$ cat config.mk
export PLATFORM = sky130hd
export DESIGN_NAME = sorted_table_insert_search
export DESIGN_NICKNAME = d
export VERILOG_FILES = /design/src/sv/sts_pkg.sv /design/src/sv/sts_ram.sv /design/src/sv/sts_front.sv /design/src/sv/sts_cmd_fifo.sv /design/src/sv/sts_back.sv /design/src/sv/sorted_table_insert_search.sv
export VERILOG_INCLUDE_DIRS = /design/src /design/src/sv
export SDC_FILE = /design/constraint.sdc
export NUM_CORES = 2
export LEC_CHECK = 0
export BUFFER_PORTS_ARGS = -buffer_cell sky130_fd_sc_hd__buf_4
export CORE_AREA = 2 2 618 497
export DETAILED_ROUTE_END_ITERATION = 6
export DIE_AREA = 0 0 620 499
export PLACE_DENSITY_LB_ADDON = 0.2
export SLEW_MARGIN = 20
export SYNTH_ARGS = -nofsm -noshare
export SYNTH_HDL_FRONTEND = slang
export SYNTH_HIERARCHICAL = 1
export SYNTH_MEMORY_MAX_BITS = 65536
export SYNTH_SLANG_ARGS = --single-unit
$ cat constraint.sdc
create_clock -name clk_i -period 7.4 [get_ports clk_i]
set_input_delay 0 -clock clk_i [delete_from_list [all_inputs] [get_ports clk_i]]
set_output_delay 0 -clock clk_i [all_outputs]
set_load 0.1 [all_outputs]
$ cat src/sv/sorted_table_insert_search_assert.svh
// assertion macros used by the sorted table back end
// expects clk_i and rst_ni in the scope of each use
`ifndef SORTED_TABLE_INSERT_SEARCH_ASSERT_SVH
`define SORTED_TABLE_INSERT_SEARCH_ASSERT_SVH

// property checked at every rising clock edge outside reset
`define STS_ASSERT(lbl, prop, msg) \
  lbl: assert property (@(posedge clk_i) disable iff (!rst_ni) (prop)) \
    else $error(msg);

// antecedent in one cycle implies consequent in the next
`define STS_ASSERT_NEXT(lbl, ante, cons, msg) \
  lbl: assert property (@(posedge clk_i) disable iff (!rst_ni) (ante) |=> (cons)) \
    else $error(msg);

`endif

$ cat src/sv/sts_pkg.sv
// types and codes for the sorted table with insert and binary search
// no dependencies
package sts_pkg;

  localparam logic [1:0] OP_INSERT = 2'd0;
  localparam logic [1:0] OP_SEARCH = 2'd1;
  localparam logic [1:0] OP_CLEAR  = 2'd2;

  localparam int unsigned ValueW = 32;
  localparam int unsigned CountW = 8;

  typedef enum logic [1:0] {
    CMD_INSERT,
    CMD_SEARCH,
    CMD_CLEAR,
    CMD_NOP
  } cmd_kind_e;

  typedef struct packed {
    logic [1:0]               op;
    logic signed [ValueW-1:0] value;
  } in_item_t;

  typedef struct packed {
    logic              found;
    logic [CountW-1:0] position;
    logic [CountW-1:0] entries;
    logic              overflow;
  } res_item_t;

  typedef struct packed {
    cmd_kind_e                kind;
    logic signed [ValueW-1:0] value;
  } cmd_t;

endpackage

$ cat src/sv/sts_ram.sv
// generic single write port, single read port ram with registered read
// no dependencies
module sts_ram #(
  parameter int unsigned WIDTH = 32,
  parameter int unsigned DEPTH = 128
) (
  input  logic                     clk_i,
  input  logic                     we_i,
  input  logic [$clog2(DEPTH)-1:0] waddr_i,
  input  logic [WIDTH-1:0]         wdata_i,
  input  logic [$clog2(DEPTH)-1:0] raddr_i,
  output logic [WIDTH-1:0]         rdata_o
);

  logic [WIDTH-1:0] mem_q [DEPTH];
  logic [WIDTH-1:0] rdata_q;

  always_ff @(posedge clk_i) begin
    if (we_i) begin
      mem_q[waddr_i] <= wdata_i;
    end
    rdata_q <= mem_q[raddr_i];
  end

  assign rdata_o = rdata_q;

endmodule

$ cat src/sv/sts_front.sv
// front end: takes input beats and turns the op field into a command
// depends on sts_pkg
module sts_front (
  input  logic            start_i,
  input  sts_pkg::in_item_t item_i,
  input  logic            full_i,
  output logic            busy_o,
  output logic            push_o,
  output sts_pkg::cmd_t   cmd_o
);
  import sts_pkg::*;

  cmd_kind_e kind;

  always_comb begin
    unique case (item_i.op)
      OP_INSERT: kind = CMD_INSERT;
      OP_SEARCH: kind = CMD_SEARCH;
      OP_CLEAR:  kind = CMD_CLEAR;
      default:   kind = CMD_NOP;
    endcase
  end

  assign busy_o      = full_i;
  assign push_o      = start_i & ~full_i;
  assign cmd_o.kind  = kind;
  assign cmd_o.value = item_i.value;

endmodule

$ cat src/sv/sts_cmd_fifo.sv
// two-entry command queue between front end and back end
// depends on sts_pkg
module sts_cmd_fifo (
  input  logic          clk_i,
  input  logic          rst_ni,
  input  logic          push_i,
  input  sts_pkg::cmd_t cmd_i,
  input  logic          pop_i,
  output sts_pkg::cmd_t cmd_o,
  output logic          empty_o,
  output logic          full_o
);
  import sts_pkg::*;

  cmd_t       mem_q [2];
  logic       wp_q, wp_d;
  logic       rp_q, rp_d;
  logic [1:0] cnt_q, cnt_d;

  always_comb begin
    wp_d  = wp_q ^ push_i;
    rp_d  = rp_q ^ pop_i;
    cnt_d = cnt_q + {1'b0, push_i} - {1'b0, pop_i};
  end

  always_ff @(posedge clk_i or negedge rst_ni) begin
    if (!rst_ni) begin
      wp_q  <= 1'b0;
      rp_q  <= 1'b0;
      cnt_q <= 2'd0;
    end else begin
      wp_q  <= wp_d;
      rp_q  <= rp_d;
      cnt_q <= cnt_d;
    end
  end

  always_ff @(posedge clk_i) begin
    if (push_i) begin
      mem_q[wp_q] <= cmd_i;
    end
  end

  assign cmd_o   = mem_q[rp_q];
  assign empty_o = (cnt_q == 2'd0);
  assign full_o  = (cnt_q == 2'd2);

endmodule

$ cat src/sv/sts_back.sv
// back end: runs insert, binary search and clear against the table ram
// depends on sts_pkg, sts_ram and sorted_table_insert_search_assert.svh
module sts_back #(
  parameter int unsigned CAPACITY = 128
) (
  input  logic               clk_i,
  input  logic               rst_ni,
  input  logic               cmd_valid_i,
  input  sts_pkg::cmd_t      cmd_i,
  output logic               pop_o,
  output logic               res_valid_o,
  output sts_pkg::res_item_t res_o
);
  import sts_pkg::*;
  `include "sorted_table_insert_search_assert.svh"

  localparam int unsigned AW = $clog2(CAPACITY);
  localparam int unsigned CW = $clog2(CAPACITY + 1);

  localparam logic [2:0] ST_IDLE     = 3'd0;
  localparam logic [2:0] ST_INS_CMP  = 3'd1;
  localparam logic [2:0] ST_INS_PUT  = 3'd2;
  localparam logic [2:0] ST_SR_PROBE = 3'd3;
  localparam logic [2:0] ST_SR_CMP   = 3'd4;

  logic [2:0]               st_q, st_d;
  logic [CW-1:0]            cnt_q, cnt_d;
  logic [CW-1:0]            slot_q, slot_d;
  logic [CW-1:0]            lo_q, lo_d;
  logic [CW-1:0]            hi_q, hi_d;
  logic [CW-1:0]            mid_q, mid_d;
  logic signed [ValueW-1:0] val_q, val_d;
  logic                     res_valid_q, res_valid_d;
  res_item_t                res_q, res_d;

  logic              ram_we;
  logic [AW-1:0]     ram_waddr, ram_raddr;
  logic [ValueW-1:0] ram_wdata, ram_rdata;
  logic signed [ValueW-1:0] probe;

  logic [CW-1:0] cnt_m1, cnt_p1, slot_m1, slot_m2, mid_p1;
  logic [CW:0]   mid_sum;
  logic [CW-1:0] mid_w;

  logic in_search;
  logic probing;

  function automatic res_item_t mk_res(logic fnd, logic [CW-1:0] pos, logic [CW-1:0] ent,
                                       logic ovf);
    res_item_t r;
    r.found    = fnd;
    r.position = CountW'(pos);
    r.entries  = CountW'(ent);
    r.overflow = ovf;
    return r;
  endfunction

  assign probe   = $signed(ram_rdata);
  assign cnt_m1  = cnt_q - CW'(1);
  assign cnt_p1  = cnt_q + CW'(1);
  assign slot_m1 = slot_q - CW'(1);
  assign slot_m2 = slot_q - CW'(2);
  assign mid_p1  = mid_q + CW'(1);
  // (first + last) / 2 with last = hi - 1, never negative inside the loop
  assign mid_sum = {1'b0, lo_q} + {1'b0, hi_q} - (CW+1)'(1);
  assign mid_w   = mid_sum[CW:1];

  always_comb begin
    st_d        = st_q;
    cnt_d       = cnt_q;
    slot_d      = slot_q;
    lo_d        = lo_q;
    hi_d        = hi_q;
    mid_d       = mid_q;
    val_d       = val_q;
    res_valid_d = 1'b0;
    res_d       = res_q;
    pop_o       = 1'b0;
    ram_we      = 1'b0;
    ram_waddr   = slot_q[AW-1:0];
    ram_wdata   = val_q;
    ram_raddr   = mid_w[AW-1:0];

    unique case (st_q)
      ST_IDLE: begin
        if (cmd_valid_i) begin
          pop_o = 1'b1;
          val_d = cmd_i.value;
          unique case (cmd_i.kind)
            CMD_INSERT: begin
              if (cnt_q >= CW'(CAPACITY)) begin
                res_valid_d = 1'b1;
                res_d       = mk_res(1'b0, '0, cnt_q, 1'b1);
              end else if (cnt_q == '0) begin
                ram_we      = 1'b1;
                ram_waddr   = '0;
                ram_wdata   = cmd_i.value;
                cnt_d       = cnt_p1;
                res_valid_d = 1'b1;
                res_d       = mk_res(1'b0, '0, cnt_p1, 1'b0);
              end else begin
                ram_raddr = cnt_m1[AW-1:0];
                slot_d    = cnt_q;
                st_d      = ST_INS_CMP;
              end
            end
            CMD_SEARCH: begin
              lo_d = '0;
              hi_d = cnt_q;
              st_d = ST_SR_PROBE;
            end
            CMD_CLEAR: begin
              cnt_d       = '0;
              res_valid_d = 1'b1;
              res_d       = mk_res(1'b0, '0, '0, 1'b0);
            end
            default: begin
              res_valid_d = 1'b1;
              res_d       = mk_res(1'b0, '0, cnt_q, 1'b0);
            end
          endcase
        end
      end
      ST_INS_CMP: begin
        ram_we = 1'b1;
        if (probe > val_q) begin
          // move the larger entry up one slot and look at the next one down
          ram_wdata = ram_rdata;
          slot_d    = slot_m1;
          ram_raddr = slot_m2[AW-1:0];
          if (slot_m1 == '0) begin
            st_d = ST_INS_PUT;
          end
        end else begin
          cnt_d       = cnt_p1;
          res_valid_d = 1'b1;
          res_d       = mk_res(1'b0, '0, cnt_p1, 1'b0);
          st_d        = ST_IDLE;
        end
      end
      ST_INS_PUT: begin
        ram_we      = 1'b1;
        cnt_d       = cnt_p1;
        res_valid_d = 1'b1;
        res_d       = mk_res(1'b0, '0, cnt_p1, 1'b0);
        st_d        = ST_IDLE;
      end
      ST_SR_PROBE: begin
        if (lo_q < hi_q) begin
          mid_d = mid_w;
          st_d  = ST_SR_CMP;
        end else begin
          res_valid_d = 1'b1;
          res_d       = mk_res(1'b0, '0, cnt_q, 1'b0);
          st_d        = ST_IDLE;
        end
      end
      ST_SR_CMP: begin
        st_d = ST_SR_PROBE;
        priority if (probe < val_q) begin
          lo_d = mid_p1;
        end else if (probe == val_q) begin
          res_valid_d = 1'b1;
          res_d       = mk_res(1'b1, mid_p1, cnt_q, 1'b0);
          st_d        = ST_IDLE;
        end else begin
          hi_d = mid_q;
        end
      end
      default: begin
        st_d = ST_IDLE;
      end
    endcase
  end

  always_ff @(posedge clk_i or negedge rst_ni) begin
    if (!rst_ni) begin
      st_q        <= ST_IDLE;
      cnt_q       <= '0;
      res_valid_q <= 1'b0;
    end else begin
      st_q        <= st_d;
      cnt_q       <= cnt_d;
      res_valid_q <= res_valid_d;
    end
  end

  always_ff @(posedge clk_i) begin
    slot_q <= slot_d;
    lo_q   <= lo_d;
    hi_q   <= hi_d;
    mid_q  <= mid_d;
    val_q  <= val_d;
    res_q  <= res_d;
  end

  sts_ram #(
    .WIDTH(ValueW),
    .DEPTH(CAPACITY)
  ) u_store (
    .clk_i  (clk_i),
    .we_i   (ram_we),
    .waddr_i(ram_waddr),
    .wdata_i(ram_wdata),
    .raddr_i(ram_raddr),
    .rdata_o(ram_rdata)
  );

  assign res_valid_o = res_valid_q;
  assign res_o       = res_q;

  assign in_search = (st_q == ST_SR_PROBE) || (st_q == ST_SR_CMP);
  assign probing   = (st_q == ST_SR_PROBE) && (lo_q < hi_q);

  `STS_ASSERT(a_cnt_range, cnt_q <= CW'(CAPACITY), "entry count above capacity")
  `STS_ASSERT(a_cnt_moves_with_result, !$stable(cnt_q) |-> res_valid_q, "count moved silently")
  `STS_ASSERT(a_no_write_in_search, ram_we |-> !in_search, "table written during search")
  `STS_ASSERT_NEXT(a_probe_then_cmp, probing, st_q == ST_SR_CMP && mid_q < hi_q, "bad probe")

endmodule

$ cat src/sv/sorted_table_insert_search.sv
// sorted table of signed values with insert, binary search and clear
// clear, no-op, full-table insert and empty-table insert are answered from idle; other inserts
// move the larger entries up one slot, one per cycle; a search probe is a read and a compare
// state, a hit ends at its compare, a miss at the probe that finds an empty range (8 at most)
// the back end runs one command at a time and is idle again as its result shows, while the
// two-entry queue holds waiting items; reset clears count and queue, not the ram
module sorted_table_insert_search #(
  parameter int unsigned CAPACITY = 128
) (
  input  logic               clk_i,
  input  logic               rst_ni,
  input  logic               start,
  input  sts_pkg::in_item_t  item_i,
  output logic               busy,
  output logic               result_valid_o,
  output sts_pkg::res_item_t result_o
);
  import sts_pkg::*;

  logic push, pop, q_empty, q_full;
  cmd_t front_cmd, back_cmd;

  sts_front u_front (
    .start_i(start),
    .item_i (item_i),
    .full_i (q_full),
    .busy_o (busy),
    .push_o (push),
    .cmd_o  (front_cmd)
  );

  sts_cmd_fifo u_queue (
    .clk_i  (clk_i),
    .rst_ni (rst_ni),
    .push_i (push),
    .cmd_i  (front_cmd),
    .pop_i  (pop),
    .cmd_o  (back_cmd),
    .empty_o(q_empty),
    .full_o (q_full)
  );

  sts_back #(
    .CAPACITY(CAPACITY)
  ) u_back (
    .clk_i      (clk_i),
    .rst_ni     (rst_ni),
    .cmd_valid_i(~q_empty),
    .cmd_i      (back_cmd),
    .pop_o      (pop),
    .res_valid_o(result_valid_o),
    .res_o      (result_o)
  );

endmodule
======== Yosys cells after proc, flatten, opt, wreduce, memory -nomap -nowiden ========
Memories as Yosys holds them, arrays and structs flattened. A register that Yosys moved wholly into a read port is not among the register bits.
Index checks and enable logic that the tools add are counted.
W data, S select, Z words.
word-level totals
  memories kept ........................... 2
  output and inout bits ................... 20
  register bits ........................... 98
  memory bits (read-only) ................. 0
  latch bits .............................. 0
  bits in writable memories ............... 4164
  bits of input ports ..................... 37
  logic and storage cells ................. 161
memories
  memory                words  width  rd ports  clocked after Yosys merged registers in  write ports  line                RTL
  u_back.u_store.mem_q  128    32     1         1                                        1            sts_ram.sv:15       logic [WIDTH-1:0] mem_q [DEPTH];
  u_queue.mem_q         2      34     1         0                                        1            sts_cmd_fifo.sv:15  cmd_t mem_q [2];
cells by class
  shift operators ......................... 0
  equal/unequal tests ..................... 30
  divide/modulo/power cells ............... 0
  bitwise operators ....................... 5
  add/subtract/negate cells ............... 9
  reductions and logical operators ........ 19
  multiply operators ...................... 0
  muxes and demuxes ....................... 77
  order comparisons ....................... 4
operators by type and width
  kind                   number
  $mux W32               5
  $mux W8                16
  $mux W18               7
  $pmux W18 S5           1
  $mux W7                10
  $pmux W32 S2           1
  $pmux W8 S2            4
  $pmux W18 S3           1
  $eq A32 B32 Y1         1
  $gt A32 B32 Y1         1
  $lt A32 B32 Y1         1
  $pmux W8 S3            1
  $mux W3                7
  $ne A2 B2 Y1 const B   10
  $add A8 B1 Y8 const B  2
  $logic_not A8 Y1       2
  $mux W1                16
  $ne A3 B3 Y1 const B   5
  $pmux W7 S2            1
  $pmux W3 S4            1
  $reduce_and A6 Y1      2
  $reduce_and A5 Y1      2
  $add A8 B8 Y9          1
  $sub A9 B1 Y9 const B  1
  other kinds (32)       45

======== Logic depth before layout (Yosys ltp) ========
  depth after elaboration ................. 8
  gate-level depth with buffers ........... 19
  mapped depth without buffers ............ 17

======== Modules after synthesis ========
Netlist, hierarchy kept.
modules (own cells, without submodules)
  module                      cells each  area each (um2)  instances  seq. area each (um2)
  sts_ram                     5990        156276.1         1          123638.6
  sts_back                    749         6607.6           1          2762.6
  sts_cmd_fifo                122         2812.7           1          2142.1
  sts_front                   36          269.0            1          0.0
  sorted_table_insert_search  1           3.8              1          0.0

======== Worst setup path before layout ========
No wires, ideal clock.
  kind .................................... flip-flop to flip-flop
  from .................................... register u_back.val_q[19]
  to ...................................... memory u_back.u_store.mem_q[0][0], data pin
  data required time ...................... 6.604 ns
  cell stages (with the launch flop) ...... 12
  data arrival time ....................... 5.127 ns
  buffers on the path ..................... 2
  library setup time ...................... 0.796 ns
  period minus slack after synthesis ...... 5.923 ns
  path slack .............................. 1.477 ns
  path through ............................ edfxtp_1 -> inv_1 -> ha_1 -> a21oi_1 -> o21ai_0 -> a211oi_2 -> a31oi_1 -> o31ai_2 -> buf_4 -> buf_2 -> o22ai_1 -> nor2_1
between the ends
  cells in the longest elaborated chain, start to end .. 3
ends and longest elaborated chain
  what                     line             RTL
  from (decl)              sts_back.sv:32   logic signed [ValueW-1:0] val_q, val_d;
  from (signal assigned)   sts_back.sv:193  val_q <= val_d;
  $gt A32 B32 Y1           sts_back.sv:126  if (probe > val_q) begin
  $mux W32                 sts_back.sv:126
  $pmux W32 S2             sts_back.sv:84   unique case (st_q)
  net u_back.ram_wdata[0]  sts_back.sv:38   logic [ValueW-1:0] ram_wdata, ram_rdata;
  to (decl)                sts_ram.sv:15
The timed path passes the listed nets, and every way through them passes these cells.

======== Final worst setup path ========
  from .................................... register u_back.u_store.rdata_q[24] (netlist: u_back/u_store/rdata_o[24]), read port of u_back.u_store.mem_q
  to ...................................... register u_back.u_store.rdata_q[21] (netlist: u_back/u_store/rdata_o[21]), read port of u_back.u_store.mem_q
between the ends
  cells in the longest elaborated chain, start to end .. 3
ends and longest elaborated chain
  what                     line             RTL
  from (decl)              sts_ram.sv:16    logic [WIDTH-1:0] rdata_q;
  $gt A32 B32 Y1           sts_back.sv:126
  $mux W7                  sts_back.sv:126
  $pmux W7 S2              sts_back.sv:84
  net u_back.ram_raddr[0]  sts_back.sv:37   logic [AW-1:0] ram_waddr, ram_raddr;
The timed path passes the listed nets, and every way through them passes these cells.
A chain may end at the register's enable or synchronous reset.

==> metrics.md <==
| Metric | Value |
|---|---|
| DRT Wirelength | `437 mm` |
| DP Cell Count | `10.9k` |
| Initial antenna violation count | `62` |
| H-tree levels | `5` |
| Cts hold-fix bufs | `71` |
| Total gr overflow | `0` |
| Post-cts resize count | `0` |
| Vias in the first global route | `77.8k` |
| Final #Nets | `7479` |
| CP max FO | `between 70 and 80` |
| CORE AREA | `between 300000 and 400000 um^2` |
| IO Pins | `57` |
| Top FF cell, synth | `edfxtp_1` |
| Final ANT Viol Nets | `0` |
| Hold path cells | `4` |
| Worst relative slew slack | `21.7%` |
| Pre-antenna DRT Iters | `5` |
| Largest net degree at the start of global routing | `129` |
| R2R setup slack | `0.80 ns` |
| RSZ-0062 raised after global routing | `no` |
| Post-synthesis sequential area ratio | `77.5%` |
| Initial Util | `~55%` |
| Post-route minimum period | `between 6 and 7 ns` |
| Tot GR Track Use | `28.5%` |
| Reg-to-Reg Start | `u_back/u_store/rdata_o[24]` |
| Clock Skew | `0.0775 ns` |
| Dpl ws | `~0.92 ns` |
| Crit path launch type | `flop` |
| Post-DP HPWL | `253 mm` |
| Yosys reg bits | `4294` |
| Clock root buffer | `clkbuf_16` |
| Vias | `approximately 80k` |
| Number of flops mapped to enable cells by yosys | `~4.2k` |
| Worst-Skew Late Latency | `0.94 ns` |
| Worst r2r path cells | `17` |
| Synthesized cell area | `around 170000 um^2` |
| Post-Synthesis Cells | `approximately 6.9k` |
| Min-delay worst type | `input pin to flop` |
| Syn Area/Cell | `24.1 um^2` |
| Sink Count | `4294` |
| Reg clk slew, reported paths | `0.06 ns` |
| Area Overhead vs Synth | `13.6%` |
| Die width | `620 um` |
| Drt drc | `0` |
| Die H | `499 um` |
| Layout cells sized above 1 | `33.6%` |
| Max Clk Rate | `152 MHz` |
| Final WS setup | `0.804 ns` |
| First-pass GRT wire length | `around 600 mm` |
| Fin Setup TNS | `0 ns` |
| Cell Rows | `181` |
| Actual slew at the worst max-slew pin | `1.17 ns` |
| Final Setup Violations | `0` |
| Outcome | `completed` |
| Final Non-Filler Cells | `11.8k` |
| Ys async rst share | `0.373%` |
| Fillers | `19.9k` |
| Post-synth cell types | `64` |
| Fin crit share | `89.1%` |
| Setup Buffers After CTS | `0` |
| Maxcap violations | `0` |
| CTS tree | `built` |
| Initial drt markers | `13.1k` |
| Drt via density | `6.79` |
| Die area | `between 300000 and 400000 um^2` |
| Final Hold Fails | `0` |
| Routability cong. | `0.882` |
| Warnings from Yosys | `6` |
| Hold Path End | `u_queue/cnt_q[0]` |
| Count of final max-slew check failures | `0` |
| WL/cell | `37.2 um` |
| Req. time, crit path | `8.18 ns` |
| FF-to-FF End | `u_back/u_store/rdata_o[21]` |
| CP Class | `flop to flop` |
| HP Start | `start` |
| TritonCTS Buffers | `411` |
| Post-Syn Nets | `around 7k` |
| Port Buffer Count | `56` |
| CP Capture Type | `flop` |
| Longest Clk Path Bufs | `4` |
| Worst Path Arrival | `7.37 ns` |
[Yosys cell counts (all sizes together), types with 6 or more instances]
cell type	instances	area [um^2]
and3	12	75.1
nor2b	13	88.8
buf	183	1020
dfrtp	16	400
inv	84	315
mux2	66	852
xnor2	18	158
ha	65	813
nand2b	13	81.3
nand4	9	68.8
nand3	26	135
o21ai	53	269
nand2	80	300
nor2	228	856
nor3	45	230
o22ai	27	169
a21oi	57	289
clkbuf	207	777
edfxtp	4246	128000
a21o	9	67.6
xor2	12	105
a31oi	6	52.6
mux4	1344	30300
dfxtp	32	641
[flip-flops by register name, summed over array words and instances, names as in the netlist]
signal	cells
u_back/mid_q	8
u_queue/cnt_q	2
u_queue/rp_q	1
u_back/cnt_q	8
u_back/slot_q	8
u_back/u_store/mem_q	4096
u_queue/mem_q	68
u_back/res_valid_o	1
u_back/lo_q	8
u_back/st_q	3
u_back/res_o	18
u_queue/wp_q	1
u_back/val_q	32
u_back/u_store/rdata_o	32
u_back/hi_q	8
[cells by family after synthesis]
family          synth area share, %
mux                            18.8
flops                          77.5
compound gates                0.648
simple gates                   1.20
buf+inv                        1.27
xor+xnor                      0.173
fa+ha+maj                     0.502
[layout by cell type, fill, tap and decap left out, types with 27 or more instances in the layout]
cell,count
a21oi_1,56
buf_12,60
buf_4,318
bufinv_16,49
clkbuf_1,79
clkbuf_16,419
clkinv_1,65
clkinv_2,88
dfxtp_1,32
dlygate4sd3_1,71
edfxtp_1,4246
ha_1,65
inv_1,83
mux2_2,37
mux2_4,29
mux4_2,1344
nand2_1,77
nor2_1,79
nor2_4,146
nor3_1,35
o21ai_0,47
o22ai_1,27
[routing by layer]
layer / wire [um] / global-route usage [%] / up-vias
met5: 199 / 0 / -
met4: 12800 / 7.83 / 30
met3: 60100 / 7.64 / 696
met2: 193000 / 40.6 / 5346
met1: 171000 / 44.0 / 43243
li1: - / - / 30561
[critical path, stage by stage, from the launching register on]
cell      delay (ns)
dfxtp_1         0.88
ha_1            0.37
nand4_1         0.15
nor3_2          0.08
a211oi_2        0.25
a31oi_1         0.25
o31ai_4         0.28
buf_4           0.31
and2_1          0.25
nand2_1         0.12
o221ai_4        0.12
buf_12          0.28
buf_12          0.28
buf_12          0.49
mux4_2          0.59
mux4_2          0.61
mux4_2          0.59
mux2_2          0.41
[final cells by class]
class / instances / area (um^2) / area share [%]
clock buffer: 512 / 11000 / 5.82
timing repair buffer: 455 / 4450 / 2.36
multi-input combinational: 2130 / 36600 / 19.4
sequential: 4294 / 129000 / 68.2
inverter: 84 / 315 / 0.167
clock inverter: 236 / 2540 / 1.35
antenna: 21 / 52.6 / 0.0279
tap: 4026 / 5040 / 2.67
[metrics by stage]
step                      utilization, %  hold slack, ns  area, um^2
after CTS                           62.2          0.0255      188000
after floorplan                        -          -0.296      166000
after global routing                62.2          0.0687      189000
after detailed placement            57.5          -0.116      174000
final                               62.2          0.0754      189000
after global placement              57.5          -0.123      174000
[worst max-delay path by stage]
stage / start / endpoint / cells past startpoint
3_3_place_gp: u_back/u_store/rdata_o[24] / u_back/u_store/rdata_o[9] / 15
3_5_place_dp: u_back/u_store/rdata_o[24] / u_back/u_store/rdata_o[21] / 17
4_1_cts: u_back/u_store/rdata_o[24] / u_back/u_store/rdata_o[21] / 17
2_1_floorplan: u_back/val_q[19] / u_back/u_store/mem_q[0][0] / 11
5_1_grt: u_back/u_store/rdata_o[24] / u_back/u_store/rdata_o[21] / 17
6_report: u_back/u_store/rdata_o[24] / u_back/u_store/rdata_o[21] / 17
Power is not shown: default switching activity piles up to over one toggle a cycle in this logic, so the estimate is an artifact.
